<file path="src/hdl/rosi_pkg.sv">
`default_nettype none

package rosi_pkg;

    // fixed field widths of the streams and the register port
    localparam int FIELD_W   = 32;
    localparam int EXT_W     = 31;
    localparam int DIST_W    = 31;
    localparam int CFG_W     = 17;
    localparam int S_TDATA_W = 320;
    localparam int M_TDATA_W = 32;

    // one full product of two fields, and the sum of three shifted products
    localparam int PROD_W = 2 * FIELD_W;
    localparam int ACC_W  = PROD_W + 2;

    localparam logic [DIST_W-1:0] OUT_MAX = {DIST_W{1'b1}};

    // register indexes of the configuration port
    typedef enum logic [0:0] {
        CFG_PARALLEL_THR = 1'b0,
        CFG_MIN_HIT      = 1'b1
    } cfg_index_t;

    // sequencer to multiply-accumulate unit
    typedef struct packed {
        logic issue;
        logic first;
    } mac_ctl_t;

    // divider status back to the sequencer
    typedef struct packed {
        logic busy;
        logic done;
    } div_stat_t;

endpackage

`default_nettype wire

</file>
<file path="src/hdl/rosi_mac.sv">
`default_nettype none

module rosi_mac
    import rosi_pkg::*;
#(
    parameter int DATA_WIDTH = 32,
    parameter int FRAC_BITS  = 16
)
(
    input  wire logic                          clk,
    input  wire logic                          rst_n,
    input  wire mac_ctl_t                      ctl,
    input  wire logic signed [FIELD_W-1:0]     op_a,
    input  wire logic signed [FIELD_W-1:0]     op_b,
    output logic signed [DATA_WIDTH-1:0]       acc_sat
);

    localparam logic signed [DATA_WIDTH-1:0] DMAX = {1'b0, {(DATA_WIDTH-1){1'b1}}};
    localparam logic signed [DATA_WIDTH-1:0] DMIN = {1'b1, {(DATA_WIDTH-1){1'b0}}};

    logic signed [PROD_W-1:0] prod_reg;
    logic                     pvalid_reg;
    logic                     pfirst_reg;
    logic signed [ACC_W-1:0]  acc_reg;
    logic signed [PROD_W-1:0] prod_sh;
    logic signed [ACC_W-1:0]  prod_ext;

    // floor shift of the exact product
    assign prod_sh  = prod_reg >>> FRAC_BITS;
    assign prod_ext = ACC_W'(prod_sh);

    // control flags of the product stage
    always_ff @(posedge clk or negedge rst_n)
    begin
        if (!rst_n)
        begin
            pvalid_reg <= 1'b0;
            pfirst_reg <= 1'b0;
        end
        else
        begin
            pvalid_reg <= ctl.issue;
            pfirst_reg <= ctl.first;
        end
    end

    // product register, then accumulate
    always_ff @(posedge clk)
    begin
        prod_reg <= op_a * op_b;
        if (pvalid_reg)
        begin
            acc_reg <= pfirst_reg ? prod_ext : acc_reg + prod_ext;
        end
    end

    // saturate the running sum to the data range
    always_comb
    begin
        if (acc_reg > ACC_W'(DMAX))
        begin
            acc_sat = DMAX;
        end
        else if (acc_reg < ACC_W'(DMIN))
        begin
            acc_sat = DMIN;
        end
        else
        begin
            acc_sat = acc_reg[DATA_WIDTH-1:0];
        end
    end

endmodule

`default_nettype wire

</file>
<file path="config.mk">
export PLATFORM = sky130hd
export DESIGN_NAME = rosi_mac
export DESIGN_NICKNAME = d
export VERILOG_FILES = /design/src/hdl/rosi_pkg.sv /design/src/hdl/rosi_mac.sv
export SDC_FILE = /design/constraint.sdc
export NUM_CORES = 2
export LEC_CHECK = 0
export ABC_AREA = 1
export BUFFER_PORTS_ARGS = -buffer_cell sky130_fd_sc_hd__buf_2
export CAP_MARGIN = 20
export CORE_ASPECT_RATIO = 1.25
export CORE_MARGIN = 2
export CORE_UTILIZATION = 25
export CTS_BUF_LIST = sky130_fd_sc_hd__clkbuf_4
export DETAILED_ROUTE_END_ITERATION = 6
export PLACE_DENSITY = 0.44
export SYNTH_ARGS = -nofsm -noshare
export SYNTH_HDL_FRONTEND = slang
export SYNTH_SLANG_ARGS = --single-unit
</file>
<file path="constraint.sdc">
create_clock -name clk -period 3.9 [get_ports clk]
set_input_delay 0.195 -clock clk [delete_from_list [all_inputs] [get_ports clk]]
set_output_delay 0.195 -clock clk [all_outputs]
set_load 0.02 [all_outputs]
</file>
==> results.sh <==
export IMPL_design_portCount=100
export IMPL_detail_route_antenna_nets=0
export IMPL_h_tree_depth=4
export IMPL_critical_path_endpoint_type="flop"
export IMPL_min_period_over_period=1.58
export IMPL_cpMaxStageDelayCell="fa_1"
export IMPL_largest_register_ffs=66
export IMPL_hold_depth=2
export IMPL_die_width_um=393
export IMPL_wire_length_of_the_first_global_routing_pass_um=261000
export IMPL_post_route_worst_setup_slack_ns=-2.26
export IMPL_synth_top_cells_by_count="1787 x inv_1, 1753 x nand2_1, 1082 x fa_1, 273 x nor2_1, 245 x ha_1"
export IMPL_yosysTopAreaCell="fa_1"
export IMPL_clock_sinks=116
export IMPL_crit_path_max_incr_delay_ns=0.58
export IMPL_drt_drc_violations_left=0
export IMPL_timing_final_setup_violations=48
export IMPL_placeableCoreArea_um2=188000
export IMPL_synthesis_yosys_warnings=0
export IMPL_syn_nets=7618
export IMPL_clock_skew_final_ns=0.0283
export IMPL_floorplan_die_height_um=491
export IMPL_dp_hpwl_um=146000
export IMPL_via_count=40300
export IMPL_synth_cell_types=53
export IMPL_final_max_slew_violation_count=0
export IMPL_ys_async_sr_fraction=0.0172
export IMPL_cp_common_cell="fa_1"
export IMPL_clock_latency_ns=0.74
export IMPL_worst_setup_path_type="in -> reg"
export IMPL_cell_with_the_most_instances_after_synthesis="inv_1"
export IMPL_cp_data_required_time_ns=4.54
export IMPL_crit_reg2reg_launch="prod_reg[16]"
export IMPL_hold_viol_final=0
export IMPL_tightest_slew_ns=0.867
export IMPL_layout_drive_gt1_share=0.238
export IMPL_cts_buffer_depth=2
export IMPL_mappedNetlistArea_um2=47400
export IMPL_first_global_vias=44400
export IMPL_final_weighted_congestion_in_routability_driven_placement=0.924
export IMPL_grt_ovfl_total=0
export IMPL_final_cells=9398
export IMPL_synth_top_area_share=0.457
export IMPL_num_nets_final=8258
export IMPL_synth_edff_count=66
export IMPL_synthTopCellsByArea="fa_1 46%, inv_1 14%, nand2_1 14%"
export IMPL_ys_ff_latch=116
export IMPL_critical_path_top_delay_family="adder cells"
export IMPL_worstSetupStartpointType="primary input"
export IMPL_maxSlewHeadroom=0.417
export IMPL_tritoncts_num_buffers=17
export IMPL_fp_row_count=178
export IMPL_ctsRootBufferMaster="clkbuf_4"
export IMPL_critical_path_max_fanout=11
export IMPL_fillerInstances=20200
export IMPL_antenna_found_initial=8
export IMPL_utilization=0.326
export IMPL_fmax_mhz=162
export IMPL_grt_use_total=0.174
export IMPL_dp_cells=9238
export IMPL_initialDrtViolationCount=2058
export IMPL_failed_checks="negative setup slack"
export IMPL_detail_route_wirelength_um=167000
export IMPL_maxCapViolCount=0
export IMPL_clock_tree_from_tritoncts="built"
export IMPL_fp_dieArea_um2=193000
export IMPL_hold_path_class="in -> reg"
export IMPL_run_status="finished, violations left"
export IMPL_ff2ff_path_depth=15
export IMPL_cp_arrival_ns=6.80
export IMPL_avgViaCountPerCell=4.28
export IMPL_post_drt_wl_per_cell_um=17.7
export IMPL_most_instantiated_flip_flop_cell_in_the_synthesis_netlist="edfxtp_1"
export IMPL_rsz0062_at_grt="true"
export IMPL_synth_seq_area_share=0.0632
export IMPL_min_from="ctl[1]"
export IMPL_synthToLayoutAreaGrowth_pct=29.3
export IMPL_critical_path_depth=28
export IMPL_worstPathBufferInverterCount=11
export IMPL_cts_reportedPaths_clkPinSlew_ns=0.13
export IMPL_layout_min_cycle_time_ns=6.16
export IMPL_pin_count_of_the_biggest_net_entering_global_routing=66
export IMPL_syn_avg_cell_area_um2=7.61
export IMPL_syn_instance_count=6223
export IMPL_initial_utilization=0.252
export IMPL_critPathLaunch="op_a[31]"
export IMPL_detailedRoute_firstPassIterationCount=5
export IMPL_numPortBuffers=99
[final timing paths]
kind | endpoint | slack [ns]
max | prod_reg[54] | -2.26
min | pvalid_reg | 0.09
max reg2reg | acc_reg[62] | 0.81
min reg2reg | acc_reg[8] | 0.54
max in group asynchronous | pfirst_reg | 3.46
min in group asynchronous | pvalid_reg | 0.30
[per-stage QoR]
| step | TNS, ns | setup slack (ns) | hold slack [ns] | instance area (um^2) |
|---|---|---|---|---|
| after floorplan | -96.76 | -2.52 | -0.101 | 48900 |
| after global placement | -150.30 | -3.69 | -0.0200 | 56400 |
| after detailed placement | -150.06 | -3.55 | -0.0153 | 56400 |
| after CTS | -93.11 | -2.16 | 0.0182 | 59200 |
| after global routing | -101.75 | -2.40 | 0.0338 | 61300 |
| final | -95.03 | -2.26 | 0.0913 | 61300 |
[layout by cell type, fill, tap and decap left out, types with 19 or more instances in the layout]
master	count
inv_1	1650
nand2_1	1631
fa_1	999
buf_4	561
ha_1	191
nor2_1	170
inv_2	133
nand3_1	116
a21oi_1	106
buf_6	106
nand2_2	85
fa_2	83
nor2_4	81
buf_12	75
edfxtp_1	66
buf_2	55
a21oi_2	54
ha_4	54
nand2_4	52
dfxtp_1	48
nor2_2	47
o21ai_0	45
o21ai_1	29
nand4_1	27
xor2_1	26
nand3_2	25
or2_2	24
o21ai_2	23
xnor2_1	23
a21oi_4	22
o21bai_1	22
clkbuf_4	21
buf_8	19
[cell type report]
cell class              instances  area [um^2]  share of cell area
clock inverters                13          110             0.00180
well taps                    2520         3150              0.0515
clock buffers                  19          143             0.00233
repair buffers                833         7830               0.128
inverters                    1801         6810               0.111
diodes                          2         5.00           0.0000817
multi-input cells            4094        40200               0.656
flip-flops and latches        116         3000              0.0489
[per-layer routing]
metal  part of all wire  up-vias  GRT usage  wire [um]
li1                   -    19000          -          -
met1               0.44    20400      0.226      73100
met2               0.51      635      0.319      85000
met3              0.030      171     0.0118       4970
met4              0.022       10     0.0287       3630
met5            0.00044        -          0         73
[timing repair]
action,in CTS,in global routing
cloned,6,5
setup buffers,63,62
hold buffers,4,0
pin swaps,208,282
gates resized for setup,550,413
setup endpoints to repair,48,48
hold endpoints to repair,4,0
[cells by family (layout without fill, tap and decap cells)]
group | count (synthesis) | after routing | share of synthesized area
adder cells (fa/ha/maj) | 1327 | 1327 | 0.522
XOR/XNOR | 58 | 58 | 0.0109
AO/OA/AOI/OAI | 371 | 371 | 0.0441
flip-flops | 116 | 116 | 0.0632
other | 0 | 2 | 0
AND/OR/NAND/NOR | 2338 | 2338 | 0.200
buffers and inverters | 2013 | 2666 | 0.160
Power is not shown: default switching activity piles up to over one toggle a cycle in this logic, so the estimate is an artifact.
