**src/hdl/rosi_pkg.sv**
```systemverilog
`default_nettype none

package rosi_pkg;

    // fixed field widths of the streams and the register port
    localparam int FIELD_W   = 32;
    localparam int EXT_W     = 31;
    localparam int DIST_W    = 31;
    localparam int CFG_W     = 17;
    localparam int S_TDATA_W = 320;
    localparam int M_TDATA_W = 32;

    // one full product of two fields, and the sum of three shifted products
    localparam int PROD_W = 2 * FIELD_W;
    localparam int ACC_W  = PROD_W + 2;

    localparam logic [DIST_W-1:0] OUT_MAX = {DIST_W{1'b1}};

    // register indexes of the configuration port
    typedef enum logic [0:0] {
        CFG_PARALLEL_THR = 1'b0,
        CFG_MIN_HIT      = 1'b1
    } cfg_index_t;

    // sequencer to multiply-accumulate unit
    typedef struct packed {
        logic issue;
        logic first;
    } mac_ctl_t;

    // divider status back to the sequencer
    typedef struct packed {
        logic busy;
        logic done;
    } div_stat_t;

endpackage

`default_nettype wire

```
**src/hdl/rosi_div.sv**
```systemverilog
`default_nettype none

module rosi_div
    import rosi_pkg::*;
#(
    parameter int DATA_WIDTH = 32,
    parameter int FRAC_BITS  = 16
)
(
    input  wire logic                                  clk,
    input  wire logic                                  rst_n,
    input  wire logic                                  start,
    input  wire logic signed [((DATA_WIDTH-1 > EXT_W) ? DATA_WIDTH-1 : EXT_W)+1:0] num,
    input  wire logic signed [DATA_WIDTH-1:0]          den,
    output div_stat_t                                  stat,
    output logic signed [DATA_WIDTH-1:0]               quot
);

    // magnitude bits of the numerator and bits shifted through the divider
    localparam int NUM_W  = ((DATA_WIDTH-1 > EXT_W) ? DATA_WIDTH-1 : EXT_W) + 1;
    localparam int DIVD_W = NUM_W + FRAC_BITS;
    localparam int CNT_W  = $clog2(DIVD_W + 1);

    localparam logic signed [DATA_WIDTH-1:0] DMAX = {1'b0, {(DATA_WIDTH-1){1'b1}}};
    localparam logic signed [DATA_WIDTH-1:0] DMIN = {1'b1, {(DATA_WIDTH-1){1'b0}}};

    logic                    busy_reg;
    logic                    done_reg;
    logic [CNT_W-1:0]        cnt_reg;
    logic                    neg_reg;
    logic [DIVD_W-1:0]       dvd_reg;
    logic [DATA_WIDTH-1:0]   dmag_reg;
    logic [DATA_WIDTH-1:0]   rem_reg;
    logic [DATA_WIDTH-2:0]   q_reg;
    logic                    ovf_reg;

    logic [NUM_W:0]          num_neg;
    logic [NUM_W-1:0]        nmag;
    logic [DATA_WIDTH-1:0]   dmag;
    logic [DATA_WIDTH:0]     rem2;
    logic [DATA_WIDTH:0]     rem_sub;
    logic                    ge;
    logic [DATA_WIDTH-1:0]   q_ext;

    // operand magnitudes
    assign num_neg = (NUM_W+1)'(0) - num;
    assign nmag    = num[NUM_W] ? num_neg[NUM_W-1:0] : num[NUM_W-1:0];
    assign dmag    = den[DATA_WIDTH-1] ? DATA_WIDTH'(-den) : DATA_WIDTH'(den);

    // one restoring step: bring down the next dividend bit
    assign rem2    = {rem_reg, dvd_reg[DIVD_W-1]};
    assign ge      = rem2 >= {1'b0, dmag_reg};
    assign rem_sub = ge ? (rem2 - {1'b0, dmag_reg}) : rem2;

    // signed, saturated quotient
    assign q_ext = {1'b0, q_reg};
    always_comb
    begin
        if (ovf_reg)
        begin
            quot = neg_reg ? DMIN : DMAX;
        end
        else
        begin
            quot = neg_reg ? -$signed(q_ext) : $signed(q_ext);
        end
    end

    assign stat.busy = busy_reg;
    assign stat.done = done_reg;

    // step counter and handshake
    always_ff @(posedge clk or negedge rst_n)
    begin
        if (!rst_n)
        begin
            busy_reg <= 1'b0;
            done_reg <= 1'b0;
            cnt_reg  <= '0;
        end
        else
        begin
            done_reg <= 1'b0;
            if (start)
            begin
                busy_reg <= 1'b1;
                cnt_reg  <= CNT_W'(DIVD_W);
            end
            else if (busy_reg)
            begin
                cnt_reg <= cnt_reg - CNT_W'(1);
                if (cnt_reg == CNT_W'(1))
                begin
                    busy_reg <= 1'b0;
                    done_reg <= 1'b1;
                end
            end
        end
    end

    // datapath of the shift-subtract loop
    always_ff @(posedge clk)
    begin
        if (start)
        begin
            neg_reg  <= num[NUM_W] ^ den[DATA_WIDTH-1];
            dvd_reg  <= {nmag, {FRAC_BITS{1'b0}}};
            dmag_reg <= dmag;
            rem_reg  <= '0;
            q_reg    <= '0;
            ovf_reg  <= 1'b0;
        end
        else if (busy_reg)
        begin
            dvd_reg <= dvd_reg << 1;
            rem_reg <= rem_sub[DATA_WIDTH-1:0];
            q_reg   <= {q_reg[DATA_WIDTH-3:0], ge};
            ovf_reg <= ovf_reg | q_reg[DATA_WIDTH-2];
        end
    end

endmodule

`default_nettype wire

```
**config.mk**
```make
export PLATFORM = sky130hd
export DESIGN_NAME = rosi_div
export DESIGN_NICKNAME = d
export VERILOG_FILES = /design/src/hdl/rosi_pkg.sv /design/src/hdl/rosi_div.sv
export SDC_FILE = /design/constraint.sdc
export NUM_CORES = 1
export LEC_CHECK = 0
export ABC_CLOCK_PERIOD_IN_PS = 3860
export BUFFER_PORTS_ARGS = -buffer_cell sky130_fd_sc_hd__buf_4
export CAP_MARGIN = 15
export CORE_MARGIN = 3
export CORE_UTILIZATION = 42
export DETAILED_ROUTE_END_ITERATION = 12
export MAX_ROUTING_LAYER = met4
export PLACE_DENSITY = 0.58
export SLEW_MARGIN = 20
export SYNTH_ARGS = -nofsm -noshare
export SYNTH_HDL_FRONTEND = slang
export SYNTH_SLANG_ARGS = --single-unit
```
**constraint.sdc**
```tcl
create_clock -name clk -period 3.86 [get_ports clk]
set_input_delay 0.193 -clock clk [delete_from_list [all_inputs] [get_ports clk]]
set_output_delay 0.193 -clock clk [all_outputs]
set_load 0.005 [all_outputs]
```
==> summary.txt <==
Final layout
  – Commonest non-fill, non-tap cell in the layout: nor2_1
  – Layout cell share with drive strength beyond 1: 14.0%
  – Post-layout nets: 1246
  – Multi-input gate area: 5360 um2
  – Fillers: 2073
  – FF/Latch Area: 3430 um2
  – Most frequent cells in the layout: nor2_1, buf_4, a21oi_1
  – Final std cells w/o fill: 1428
  – Core Util, Final: 50.8%
  – Antenna diode count: 0
  – Layout area overhead: 17.0%

Timing
  – RSZ-0062 raised after global routing: false
  – Final Slew Violations: 0
  – Final Hold Vio Count: 0
  – Setup ws final: 0.196 ns
  – Setup Viol. Count Final: 0
  – Slew HR: 44.4%
  – Fin crit period: 3.66 ns
  – Clock Skews: 0.0115 ns
  – FMAX: 273 MHz
  – Setup TNS: 0 ns
  – Tightest Pin Transition: 0.834 ns
  – Fin crit share: 94.9%

Placed design
  – Placer congestion estimate: 0.877
  – Input/output buffers: 101
  – Placed insts: 1394
  – Pre-CTS WS: 0.571 ns
  – Dpl hpwl: 15.2 mm

Floorplanning
  – Die area: 23800 um2
  – # IOs: 102
  – Initial core utilization: 43.4%
  – Die width: 154 um
  – Core area: 21300 um2
  – Std cell rows: 53
  – Die Y: 154 um

GRT
  – Number of global-route vias before repair: 7187
  – Largest net degree at the start of global routing: 66
  – First-pass GRT wire length: 35.3 mm
  – Gr usage total: 18.2%
  – Antenna violations before repair: 0
  – GRT overflow: 0

Worst setup path
  – Worst R2R Path Depth: 12
  – Crit Reg-Reg Endpoint: rem_reg[30]$_SDFFE_PP0P_
  – Levels on crit path: 8
  – CP required: 3.67 ns
  – Worst Setup EP: quot[28]
  – Worst Setup SP: q_reg[6]$_SDFFE_PP0P_
  – Cell mode on critical path: or3_1
  – Kind of cell adding the most delay to the critical path: simple AND/OR/NAND/NOR gates
  – CP max-delay cell: or4_4
  – Critical Path AT: 3.47 ns
  – Crit end category: output pin
  – Crit path max fanout: 8
  – Slowest stage delay, CP: 0.53 ns
  – CP Class: flop to output pin
  – CP Launch Type: flop
  – WP buf/inv: 1
  – Slack of the worst reg-to-reg path: 0.56 ns
  – RR Startpoint: dvd_reg[47]$_DFFE_PP_
  – Critical-path cell list: nor4_1 > nand3_1 > or3_1 > or4_4 > or3_1 > o31ai_1 > xor2_1 > buf_4

Detailed routing
  – Vias per inst: 5.44
  – Pre-Repair DR Iteration Count: 5
  – Iter 0 DRT Violations: 422
  – Routed Antenna Nets: 0
  – Final wirelength: 21.1 mm
  – DR vias: 7764
  – Drc violations: 0
  – WL per Instance: 14.8 um

Clock network
  – CTS max path bufs: 2
  – TritonCTS clock tree: built
  – CTS H-tree depth: 4
  – Post-CTS setup buffers: 0
  – Worst-Skew Late Latency: 0.42 ns
  – Num CTS Buffers: 17
  – Clk slew on worst S/H paths: 0.06 ns
  – Clk sinks: 137
  – Root Buffer: clkbuf_16

Synthesis
  – Multiplexer share of the synthesized area: 4.45%
  – Main combinational cell family by area after synthesis: compound AO/OA/AOI/OAI gates
  – Post-synthesis async set-or-reset flop share: 5.84%
  – Synthesized flop and latch total: 137
  – Adder-cell share of the synthesized area: 5.23%
  – Post-synth EDFFs: 65
  – Netlist Area Pre-Place: 9240 um2
  – Xor/xnor share of the synthesized area: 9.57%
  – Syn Inst Count: 1075
  – Simple-Gate Fraction of Synth Area: 17.9%
  – Compound-Gate Fraction of Synth Area: 20.6%
  – Register area share after synthesis: 37.2%
  – Syn avg cell area: 8.60 um2
  – Ys flop type: edfxtp_1
  – Yosys Warn Count: 0
  – Netlist cell types: 66
  – Syn Nets: 1181

Status
  – Status: complete, no violations

Pwr
  – Sw Pwr: 1010 uW
  – Combinational Power Share: 14.4%
  – Max VDD drop: 0.269 mV
  – Sw frac: 25.9%
  – Leakage: 0.00482 uW
  – Internal power: 2890 uW
  – Register share of total power: 42.9%
  – Power share of the clock group: 42.7%
  – PD cells: 361 nW/um2

Job
  – Max Cap Viol: 0

Hold path
  – Min-delay worst type: input pin to flop
## power groups by stage
stage | clock network, uW | registers [uW] | logic (uW)
after floorplan | 0 | 1690 | 377
after global placement | 0 | 1700 | 557
after detailed placement | 0 | 1700 | 556
after CTS | 1700 | 1670 | 562
after global routing | 1760 | 1680 | 634
final | 1660 | 1670 | 562
## layer usage
metal / routed length, um / vias to the layer above / GRT usage, %
li1: - / 4015 / -
met1: 11100 / 3592 / 27.1
met2: 8990 / 136 / 26.2
met3: 764 / 21 / 2.60
met4: 237 / 0 / 4.63
met5: 0 / - / -
## cells by family after synthesis
logic type / after synthesis
AOI/OAI and AO/OA: 295
xor gates and xnor gates: 101
adders and majority gates: 38
buffers and inverters: 122
DFF: 137
muxes: 41
and+or+nand+nor: 341
## through the flow
stage | power, uW | area (um2) | hold WS (ns)
6_report | 3900 | 10800 | 0.0727
5_1_grt | 4080 | 10800 | 0.0616
4_1_cts | 3940 | 10800 | 0.0514
3_5_place_dp | 2260 | 10200 | 0.0205
2_1_floorplan | 2070 | 9240 | -0.103
3_3_place_gp | 2260 | 10200 | 0.0196
## how the worst min path moves through the flow
stage / from / end / slack (ns) / depth (start not counted)
after floorplan: rst_n / busy_reg$_DFF_PN0_ / -0.10 / 0
after global placement: rst_n / cnt_reg[5]$_DFFE_PN0P_ / 0.02 / 1
after detailed placement: rst_n / done_reg$_DFF_PN0_ / 0.02 / 1
after CTS: den[14] / dmag_reg[14]$_DFFE_PP_ / 0.05 / 2
after global routing: den[30] / dmag_reg[30]$_DFFE_PP_ / 0.06 / 2
final: den[14] / dmag_reg[14]$_DFFE_PP_ / 0.07 / 2
## what timing repair did
item / CTS / global route
endpoints found under the setup margin: 0 / 3
resized for setup: 0 / 1
hold endpoints to repair: 9 / 0
hold buffers: 2 / 0
## synthesized netlist by cell type, types with 14 or more instances
master	instances	area, um2
xnor2_1	52	455
ha_1	37	463
a21o_1	25	188
edfxtp_1	65	1950
nand3_1	16	80.1
nor3_1	17	85.1
or4_1	15	113
mux2i_1	40	400
or3_1	14	87.6
nor2_1	144	541
nand2_1	65	244
a21oi_1	97	485
xor2_1	49	429
a211oi_1	33	248
dfxtp_1	64	1280
clkbuf_1	55	206
inv_1	54	203
o31ai_1	22	165
o21ai_0	56	280
## layout make-up
cell class / count / area share (%)
Clock buffer: 19 / 4.00
Multi-Input combinational cell: 816 / 49.6
Sequential cell: 137 / 31.8
Inverter: 54 / 1.87
Timing Repair Buffer: 114 / 8.08
Clock inverter: 13 / 1.54
Tap cell: 275 / 3.18
Note: power is estimated with default switching activity, not from simulation.
